==> src/sv/vfd_pkg.sv <==
// ----------------------------------------------------------------------------
// vfd_pkg
// Types and constants shared by the vision frame deframer modules.
// ----------------------------------------------------------------------------
`default_nettype none

package vfd_pkg;

  // item operations
  localparam logic OP_BYTE   = 1'b0;
  localparam logic OP_RESYNC = 1'b1;

  // framing bytes
  localparam logic [7:0] HDR_BYTE   = 8'hA3;
  localparam logic [7:0] TYPE_ANGLE = 8'hB3;
  localparam logic [7:0] TYPE_DIR   = 8'hB4;
  localparam logic [7:0] END_BYTE   = 8'hFF;

  // frame lengths (including header, type and end) needed for a good frame
  localparam int unsigned MIN_ANGLE_LEN = 5;
  localparam int unsigned MIN_POS_LEN   = 7;
  localparam int unsigned MIN_DIR_LEN   = 4;

  // first payload position and number of payload bytes kept for decode
  localparam int unsigned PAY_FIRST = 2;
  localparam int unsigned PAY_KEEP  = 4;

  typedef enum logic [1:0] {
    PH_WAIT_HDR  = 2'd0,
    PH_WAIT_TYPE = 2'd1,
    PH_COLLECT   = 2'd2
  } phase_e;

  typedef struct packed {
    logic       op;
    logic [7:0] rx_byte;
  } vfd_in_t;

  typedef struct packed {
    logic signed [15:0] angle_hundredths;
    logic signed [15:0] position_x_hundredths;
    logic [7:0]         direction_code;
    logic               angle_new;
    logic               position_new;
    logic               direction_new;
    logic               frame_ok;
    logic               frame_error;
    logic [31:0]        bytes_seen;
    logic [31:0]        frames_good;
    logic [31:0]        frames_bad;
  } vfd_out_t;

endpackage

`default_nettype wire

==> src/sv/vfd_core.sv <==
// ----------------------------------------------------------------------------
// vfd_core
// Frame parser state, payload capture, decode and running counters. Computes
// the result for the item at its input and commits state when stepped.
// ----------------------------------------------------------------------------
`default_nettype none

module vfd_core #(
  parameter int unsigned MAX_FRAME_BYTES = 8
) (
  input  wire logic             clk_i,
  input  wire logic             rst_ni,
  input  wire logic             step_i,
  input  wire vfd_pkg::vfd_in_t item_i,
  output vfd_pkg::vfd_out_t     result_o
);

  localparam int unsigned IdxW = $clog2(MAX_FRAME_BYTES + 1);

  vfd_pkg::phase_e    phase_q, phase_d;
  logic               is_dir_q, is_dir_d;
  logic [IdxW-1:0]    idx_q, idx_d;
  logic [IdxW-1:0]    idx_inc;
  logic signed [15:0] angle_q, angle_d;
  logic signed [15:0] pos_q, pos_d;
  logic [7:0]         dir_q, dir_d;
  logic [31:0]        bytes_q, bytes_d;
  logic [31:0]        good_q, good_d;
  logic [31:0]        bad_q, bad_d;
  logic [7:0]         pay_q [vfd_pkg::PAY_KEEP];
  logic               pay_we;
  logic               f_angle, f_pos, f_dir, f_ok, f_err;
  logic [1:0]         bad_inc;
  logic [7:0]         b;

  assign b       = item_i.rx_byte;
  assign idx_inc = idx_q + IdxW'(1);

  // next state, decode and flags
  always_comb begin
    phase_d = phase_q;
    is_dir_d = is_dir_q;
    idx_d = idx_q;
    angle_d = angle_q;
    pos_d = pos_q;
    dir_d = dir_q;
    bytes_d = bytes_q;
    pay_we = 1'b0;
    f_angle = 1'b0;
    f_pos = 1'b0;
    f_dir = 1'b0;
    f_ok = 1'b0;
    f_err = 1'b0;
    bad_inc = 2'd0;
    if (item_i.op == vfd_pkg::OP_RESYNC) begin
      phase_d = vfd_pkg::PH_WAIT_HDR;
      idx_d = '0;
    end else begin
      bytes_d = bytes_q + 32'd1;
      case (phase_q)
        vfd_pkg::PH_WAIT_TYPE: begin
          if (b == vfd_pkg::TYPE_ANGLE || b == vfd_pkg::TYPE_DIR) begin
            is_dir_d = (b == vfd_pkg::TYPE_DIR);
            idx_d = idx_inc;
            phase_d = vfd_pkg::PH_COLLECT;
          end else if (b == vfd_pkg::HDR_BYTE) begin
            // repeated header restarts the frame
            idx_d = IdxW'(1);
          end else begin
            phase_d = vfd_pkg::PH_WAIT_HDR;
            f_err = 1'b1;
            bad_inc = 2'd1;
          end
        end
        vfd_pkg::PH_COLLECT: begin
          idx_d = idx_inc;
          pay_we = 1'b1;
          if (b == vfd_pkg::END_BYTE) begin
            if (!is_dir_q && idx_inc >= IdxW'(vfd_pkg::MIN_ANGLE_LEN)) begin
              angle_d = {pay_q[0], pay_q[1]};
              f_angle = 1'b1;
              if (idx_inc >= IdxW'(vfd_pkg::MIN_POS_LEN)) begin
                pos_d = {pay_q[2], pay_q[3]};
                f_pos = 1'b1;
              end
              f_ok = 1'b1;
            end else if (is_dir_q && idx_inc >= IdxW'(vfd_pkg::MIN_DIR_LEN)) begin
              dir_d = pay_q[0];
              f_dir = 1'b1;
              f_ok = 1'b1;
            end else begin
              f_err = 1'b1;
              bad_inc = 2'd1;
            end
            phase_d = vfd_pkg::PH_WAIT_HDR;
          end
          // overflow counts on top of any end-of-frame outcome
          if (idx_inc >= IdxW'(MAX_FRAME_BYTES)) begin
            phase_d = vfd_pkg::PH_WAIT_HDR;
            f_err = 1'b1;
            bad_inc = bad_inc + 2'd1;
          end
        end
        default: begin
          if (b == vfd_pkg::HDR_BYTE) begin
            idx_d = IdxW'(1);
            phase_d = vfd_pkg::PH_WAIT_TYPE;
          end else begin
            phase_d = vfd_pkg::PH_WAIT_HDR;
          end
        end
      endcase
    end
    good_d = good_q + {31'd0, f_ok};
    bad_d  = bad_q + {30'd0, bad_inc};
  end

  // result for the current item
  always_comb begin
    result_o.angle_hundredths      = angle_d;
    result_o.position_x_hundredths = pos_d;
    result_o.direction_code        = dir_d;
    result_o.angle_new             = f_angle;
    result_o.position_new          = f_pos;
    result_o.direction_new         = f_dir;
    result_o.frame_ok              = f_ok;
    result_o.frame_error           = f_err;
    result_o.bytes_seen            = bytes_d;
    result_o.frames_good           = good_d;
    result_o.frames_bad            = bad_d;
  end

  // parser state and latest values
  always_ff @(posedge clk_i or negedge rst_ni) begin
    if (!rst_ni) begin
      phase_q  <= vfd_pkg::PH_WAIT_HDR;
      is_dir_q <= 1'b0;
      idx_q    <= '0;
      angle_q  <= '0;
      pos_q    <= '0;
      dir_q    <= '0;
      bytes_q  <= '0;
      good_q   <= '0;
      bad_q    <= '0;
    end else if (step_i) begin
      phase_q  <= phase_d;
      is_dir_q <= is_dir_d;
      idx_q    <= idx_d;
      angle_q  <= angle_d;
      pos_q    <= pos_d;
      dir_q    <= dir_d;
      bytes_q  <= bytes_d;
      good_q   <= good_d;
      bad_q    <= bad_d;
    end
  end

  // capture of the payload bytes used by decode
  always_ff @(posedge clk_i) begin
    for (int k = 0; k < vfd_pkg::PAY_KEEP; k++) begin
      if (step_i && pay_we && idx_q == IdxW'(vfd_pkg::PAY_FIRST + k)) begin
        pay_q[k] <= b;
      end
    end
  end

endmodule

`default_nettype wire

==> src/sv/vision_frame_deframer.sv <==
// ----------------------------------------------------------------------------
// vision_frame_deframer
// Byte stream deframer for angle, position and direction frames, with
// running byte, good frame and bad frame counters.
//
//   channel   signals                               payload
//   input     in_valid_i, in_ready_o, in_data_i     vfd_in_t  (op, rx_byte)
//   output    out_valid_o, out_ready_i, out_data_o  vfd_out_t (one per item)
//
// One item per cycle while the result side does not stall; an item passes
// the input register, the parser logic and then the result register.
// Each item yields exactly one result.
// Reset clears the parser to waiting for a header and zeroes all counters
// and latest values.
// A stalled result register holds the input register; the input register
// still takes a new item in the cycle its item moves on.
// ----------------------------------------------------------------------------
`default_nettype none

module vision_frame_deframer #(
  parameter int unsigned MAX_FRAME_BYTES = 8
) (
  input  wire logic              clk_i,
  input  wire logic              rst_ni,
  input  wire logic              in_valid_i,
  output logic                   in_ready_o,
  input  wire vfd_pkg::vfd_in_t  in_data_i,
  output logic                   out_valid_o,
  input  wire logic              out_ready_i,
  output vfd_pkg::vfd_out_t      out_data_o
);

  logic              in_valid_q;
  vfd_pkg::vfd_in_t  in_q;
  logic              out_valid_q;
  vfd_pkg::vfd_out_t out_q;
  vfd_pkg::vfd_out_t result;
  logic              advance;

  // item moves from input register to result register
  assign advance    = in_valid_q && (!out_valid_q || out_ready_i);
  assign in_ready_o = !in_valid_q || advance;

  vfd_core #(
    .MAX_FRAME_BYTES(MAX_FRAME_BYTES)
  ) u_core (
    .clk_i   (clk_i),
    .rst_ni  (rst_ni),
    .step_i  (advance),
    .item_i  (in_q),
    .result_o(result)
  );

  // valid flags
  always_ff @(posedge clk_i or negedge rst_ni) begin
    if (!rst_ni) begin
      in_valid_q  <= 1'b0;
      out_valid_q <= 1'b0;
    end else begin
      if (in_ready_o) begin
        in_valid_q <= in_valid_i;
      end
      if (advance) begin
        out_valid_q <= 1'b1;
      end else if (out_ready_i) begin
        out_valid_q <= 1'b0;
      end
    end
  end

  // payload registers
  always_ff @(posedge clk_i) begin
    if (in_valid_i && in_ready_o) begin
      in_q <= in_data_i;
    end
    if (advance) begin
      out_q <= result;
    end
  end

  assign out_valid_o = out_valid_q;
  assign out_data_o  = out_q;

endmodule

`default_nettype wire

==> config.mk <==
export PLATFORM = sky130hd
export DESIGN_NAME = vision_frame_deframer
export DESIGN_NICKNAME = d
export VERILOG_FILES = /design/src/sv/vfd_pkg.sv /design/src/sv/vfd_core.sv /design/src/sv/vision_frame_deframer.sv
export SDC_FILE = /design/constraint.sdc
export NUM_CORES = 1
export LEC_CHECK = 0
export ABC_AREA = 1
export ABC_CLOCK_PERIOD_IN_PS = 6460
export BUFFER_PORTS_ARGS = -buffer_cell sky130_fd_sc_hd__buf_4
export CORE_AREA = 2 2 166 168
export CTS_CLUSTER_SIZE = 30
export DETAILED_ROUTE_END_ITERATION = 12
export DIE_AREA = 0 0 168 170
export PLACE_DENSITY_LB_ADDON = 0.1
export SYNTH_ARGS = -nofsm -noshare
export SYNTH_HDL_FRONTEND = slang
export SYNTH_SLANG_ARGS = --single-unit
==> constraint.sdc <==
create_clock -name clk_i -period 6.46 [get_ports clk_i]
set_input_delay 0.323 -clock clk_i [delete_from_list [all_inputs] [get_ports clk_i]]
set_output_delay 0.323 -clock clk_i [all_outputs]
set_load 0.02 [all_outputs]
Word level (Yosys, flattened, before mapping)
Memory sizes are Yosys's and may differ from the RTL's.
Index checks and enable logic that the tools add are counted.
{"block": "totals", "output_inout_bits": 143, "ram_bits": 32, "reg_bits": 295, "wordCells": 145, "input_bits": 13, "mem_count": 1}
{"name": "u_core.pay_q", "words": 4, "width": 8, "rd": 4, "rd_ports_with_merged_regs": 0, "write_ports": 1, "line_no": "vfd_core.sv:30", "rtl": "logic [7:0] pay_q [vfd_pkg::PAY_KEEP];"}
{"block": "op_classes", "magnitude_cmp": 4, "addsub": 5, "bitwise": 4, "reduce_logical": 24, "eq_ne": 12, "n_mux": 71}
{"op": "$mux W16", "count": 9}
{"op": "$mux W8", "count": 8}
{"op": "$add A32 B1 Y32", "count": 1}
{"op": "$add A32 B1 Y32 const B", "count": 1}
{"op": "$add A32 B2 Y32", "count": 1}
{"op": "$eq A8 B8 Y1 const B", "count": 4}
{"op": "$mux W32", "count": 1}
{"op": "$mux W1", "count": 31}
{"op": "$mux W2", "count": 15}
{"op": "$reduce_or A8 Y1", "count": 3}
{"op": "$ge A4 B3 Y1 const B", "count": 3}
{"op": "$mux W4", "count": 3}
{"op": "$logic_and A1 B1 Y1", "count": 9}
{"op": "$eq A4 B2 Y1 const B", "count": 2}
{"op": "$eq A4 B3 Y1 const B", "count": 2}
{"op": "$pmux W2 S2", "count": 2}
{"op": "$pmux W4 S2", "count": 1}
{"op": "$reduce_or A4 Y1", "count": 2}
{"op": "$add A4 B1 Y4 const B", "count": 1}
{"op": "$ge A4 B4 Y1 const B", "count": 1}
{"op": "$ne A4 B2 Y1 const B", "count": 1}
{"op": "$ne A4 B3 Y1 const B", "count": 1}
{"op": "$not A1 Y1", "count": 4}
{"op": "$reduce_and A4 Y1", "count": 1}
{"op": "9 further kinds", "count": 13}

Depth between registers and ports, before layout
{"block": "depth", "word_depth": 13, "mapped_depth": 25, "depth_no_buf": 24}

By module
A second synthesis with hierarchy kept.
{"block": "unflattened", "hier_cells": 1617, "area_unflattened_um2": 15025.7}
{"mod": "vfd_core", "area_each_um2": 10426.2, "cells_each": 1455, "instances": 1, "seq_area_each_um2": 4539.4}
{"mod": "vision_frame_deframer", "area_each_um2": 4599.4, "cells_each": 162, "instances": 1, "seq_area_each_um2": 4554.4}

Least setup slack after synthesis
Ideal clock, no wire load.
{"block": "synth_path", "kind": "reg-to-reg", "startpoint": "register out_valid_q, in the netlist out_valid_o", "endpoint": "register out_q (netlist bit out_data_o[0]) (enable)", "setup_ps": 560, "arrival_ps": 5064, "path_stages_with_launch": 6, "path_buffers": 2, "slack_ps": 836, "t_required_ps": 5900, "synth_period_minus_slack_ps": 5624, "path_cell_list": "dfrtp_1 > nand2_1 > nand2_1 > inv_1 > clkbuf_1 > clkbuf_1"}
{"block": "synth_between", "elab_chain_len": 3}
{"element": "from (decl)", "line_no": "vision_frame_deframer.sv:35", "rtl": "logic out_valid_q;"}
{"element": "from (signal assigned)", "line_no": "vision_frame_deframer.sv:58", "rtl": "out_valid_q <= 1'b0;"}
{"element": "from (signal assigned)", "line_no": "vision_frame_deframer.sv:64", "rtl": "out_valid_q <= 1'b1;"}
{"element": "from (signal assigned)", "line_no": "vision_frame_deframer.sv:66", "rtl": "out_valid_q <= 1'b0;"}
{"element": "$logic_not A1 Y1", "line_no": "vision_frame_deframer.sv:41", "rtl": "assign advance = in_valid_q && (!out_valid_q || out_ready_i);"}
{"element": "$logic_or A1 B1 Y1", "line_no": "vision_frame_deframer.sv:41"}
{"element": "$logic_and A1 B1 Y1", "line_no": "vision_frame_deframer.sv:41"}
{"element": "named net advance", "line_no": "vision_frame_deframer.sv:38", "rtl": "logic advance;"}
{"element": "to (signal assigned)", "line_no": "vision_frame_deframer.sv:77", "rtl": "out_q <= result;"}
{"element": "to (decl)", "line_no": "vision_frame_deframer.sv:36", "rtl": "vfd_pkg::vfd_out_t out_q;"}
The timed path passes the listed nets, and every way through them passes these cells.
A chain may end at the register's enable or synchronous reset.

==> summary.txt <==
DIE
----------------------------------------------------------------------------------------
Std cell rows                                                                         60
I/O pins                                                                             156
Initial Util                                                                       56.2%
Die width                                                                         168 um
Core footprint                                                                 26700 um2
Die Outline Area                                                               28600 um2
Die extent in y                                                                   170 um

TIMING
----------------------------------------------------------------------------------------
Unrepaired setup endpoints after global routing                                       no
Final WS setup                                                                   2350 ps
Max-slew headroom                                                                  18.8%
Minimum period implied by the final worst setup slack                            4110 ps
Final hold vios                                                                        0
Peak clock frequency supported by timing                                         244 MHz
Layout Skew                                                                      15.3 ps
Final number of max-transition violations                                              0
Slew at the pin closest to its max-slew limit                                    1210 ps
Finish-stage setup viols                                                               0
Period utilization                                                                 63.5%
Setup total negative slack                                                          0 ps

POWER AND IR DROP
----------------------------------------------------------------------------------------
Power per cell area                                                           356 nW/um2
Static Leakage                                                                   8.09 nW
Worst vdd rail ir drop                                                            248 uV

RUN
----------------------------------------------------------------------------------------
Maximum capacitance violations                                                         0

PLACE
----------------------------------------------------------------------------------------
Worst slack after detailed placement                                             2350 ps
Detailed placement HPWL                                                         21800 um
Buffers added on ports                                                               155
Gp weighted congestion                                                             0.892

ROUTING
----------------------------------------------------------------------------------------
Starting DRC count in detailed routing                                              1050
Via count                                                                          11100
Via count normalized by instance count                                              5.19
Total Routed Length                                                             32700 um
Post-detailed-route count of antenna-violating nets                                    0
Number of search-and-repair iterations in the first detailed-routing pass              5
DRC violations left                                                                    0
Avg WL per Cell                                                                  15.2 um

FINISH
----------------------------------------------------------------------------------------
Area Overhead vs Synth                                                             19.2%
Proportion of layout cells with a drive suffix above 1                             13.5%
Diode count                                                                            0
Layout Nets                                                                         1802
Core utilization of the finished layout                                            67.0%

CTS
----------------------------------------------------------------------------------------
Clk sink count                                                                       327
Total CTS buffers                                                                     36
Post-CTS setup buffers                                                                 0
Number of buffers on the longest clock path                                            3
Insertion delay of the later-clocked pin in the worst-skew pair                   510 ps
Register clock-pin slew on the reported worst setup and hold paths                 60 ps
CTS HTree Levels                                                                       2
Root buffer cell                                                               clkbuf_16
CTS tree                                                                            done

CRITICAL PATH
----------------------------------------------------------------------------------------
Origin of the worst setup path                                              u_core.idx_q[0]
Critical register-to-register path startpoint                               u_core.idx_q[0]
Arrival time reported for the critical path endpoint                             4370 ps
Category of the critical setup timing path                                  flop to flop
Worst setup EP type                                                                 flop
Category of the worst setup path launch point                                       flop
Critical path data required time                                                 6720 ps
CP max FO                                                                             36

YOSYS
----------------------------------------------------------------------------------------
Share of the synthesized area in the top cell type                                 36.5%
Most area-consuming cells after synthesis                                   edfxtp_1 36%, dfrtp_1 24%, nand2_1 13%, inv_1 5.0%, nand3_1 4.0%
Flip-flop cell with the highest count after synthesis                           edfxtp_1
Seq cells post-synth                                                                 327
Number of enable flip-flop cells after synthesis                                     182
Most numerous cell in the Yosys netlist                                          nand2_1
Mapped Avg Cell Area                                                            9.30 um2
Post-synthesis sequential area ratio                                               60.7%
Leading post-synthesis cells by instance count                              533 x nand2_1, 198 x inv_1, 182 x edfxtp_1, 145 x dfrtp_1, 119 x nand3_1
Count of yosys warnings during synthesis                                               0
Largest area contributor in the netlist                                         edfxtp_1
Share of flip-flops with an asynchronous set or reset after synthesis              44.3%
Post-synthesis instance area                                                   15000 um2
Instance count of the mapped netlist                                                1610
Mapped Nets                                                                         1637
Number of different library cells in the post-synthesis netlist                       37

GLOBAL ROUTING
----------------------------------------------------------------------------------------
Number of global-route vias before repair                                          10500
Maximum number of pins on one net before global-route repair                         219
Overall Global Routing Usage                                                       23.1%
Number of antenna violations at the first check in global routing                      0
Wire length of the first global-routing pass                                    52700 um
Remaining global-route overflow                                                        0

HOLD PATH
----------------------------------------------------------------------------------------
Worst hold path type                                                        primary input to flop
Min-Delay Startpoint                                                          in_valid_i

STATUS
----------------------------------------------------------------------------------------
Outcome                                                                     finished clean

-- worst max-delay path, cell delays in order (launching register included) --
cell and delay [ps]:
dfrtp_1 450, ha_1 240, inv_1 70, nand2_1 50, nand2_1 90, nand2_1 100
a21oi_4 760, inv_1 90, nand3_1 120, inv_1 50, ha_1 260, nand2_1 50
a21oi_1 200, ha_1 210, nand2_1 70, a21oi_2 250, nand2_1 170, nor2_2 270
nand4_1 160, and2_1 200
-- cell usage in the layout (no fill, tap or decap), types with 39 or more instances in the layout --
cell      Yosys  layout
nand2_1     533     532
inv_1       198     197
edfxtp_1    182     182
buf_4         1     157
dfrtp_1     145     145
nand3_1     119     119
nor2_1       92      92
o21ai_0      74      74
and2_1       47      47
xor2_1       44      44
nand4_1      39      39
-- registers in the layout, summed over array words and instances (netlist names) --
register         flops
out_data_o         141
u_core.bad_q        32
u_core.bytes_q      32
u_core.good_q       32
u_core.pay_q        32
u_core.angle_q      16
u_core.pos_q        16
in_q                 9
u_core.dir_q         8
u_core.idx_q         4
u_core.phase_q       2
in_valid_q           1
out_valid_o          1
u_core.is_dir_q      1
-- power breakdown --
group          internal (mW)  switching, mW
clock network           1.42          0.812
registers               2.68          0.232
logic                  0.416          0.795
total                   4.51           1.84
-- cell families after synthesis --
| group | after synthesis | synth area share (%) |
|---|---|---|
| flops | 327 | 60.7 |
| mux | 1 | 0.0668 |
| compound gates | 83 | 2.97 |
| buf+inv | 242 | 6.18 |
| fa+ha+maj | 14 | 1.17 |
| xor+xnor | 51 | 2.98 |
| simple gates | 892 | 25.9 |
-- per-stage QoR --
stage | power [mW] | area, um2 | instances | hold slack, ps
floorplan | 3.67 | 15000 | 1610 | 27.4
CTS | 6.39 | 17900 | 2144 | 5.68
finish | 6.35 | 17900 | 2144 | 20.5
global placement | 4.12 | 16500 | 2068 | 461
global route | 6.64 | 17900 | 2144 | 26.4
detailed placement | 4.15 | 16500 | 2068 | 465
-- cell type report --
class	count	area [um2]
clock buffer	48	1010
tap	341	427
multi-input combinational	1041	4970
timing repair buffer	169	1310
clock inverter	18	297
inverter	200	759
fill	2091	8790
sequential	327	9090
-- worst paths after layout --
path	to	slack (ps)	depth (start not counted)
max	out_data_o[17]	2350	19
min	in_valid_q	20	3
max reg2reg	out_data_o[17]	2350	19
min reg2reg	u_core.dir_q[1]	480	2
max in group asynchronous	u_core.bad_q[28]	4610	3
min in group asynchronous	u_core.pos_q[10]	430	2
-- routing by layer --
layer  routed length (um)  share of wire, %  global-route usage [%]
met1                14600                45                    32.0
met2                15800                48                    37.7
met3                 1400               4.3                    3.37
met4                  883               2.7                    7.98
met5                    0                 0                       0
-- what timing repair did --
action | 4_1_cts | 5_1_grt
endpoints found under the hold margin | 98 | 0
resized for setup | 0 | 0
hold buffers | 10 | 0
Power figures use the tool's default switching activity.
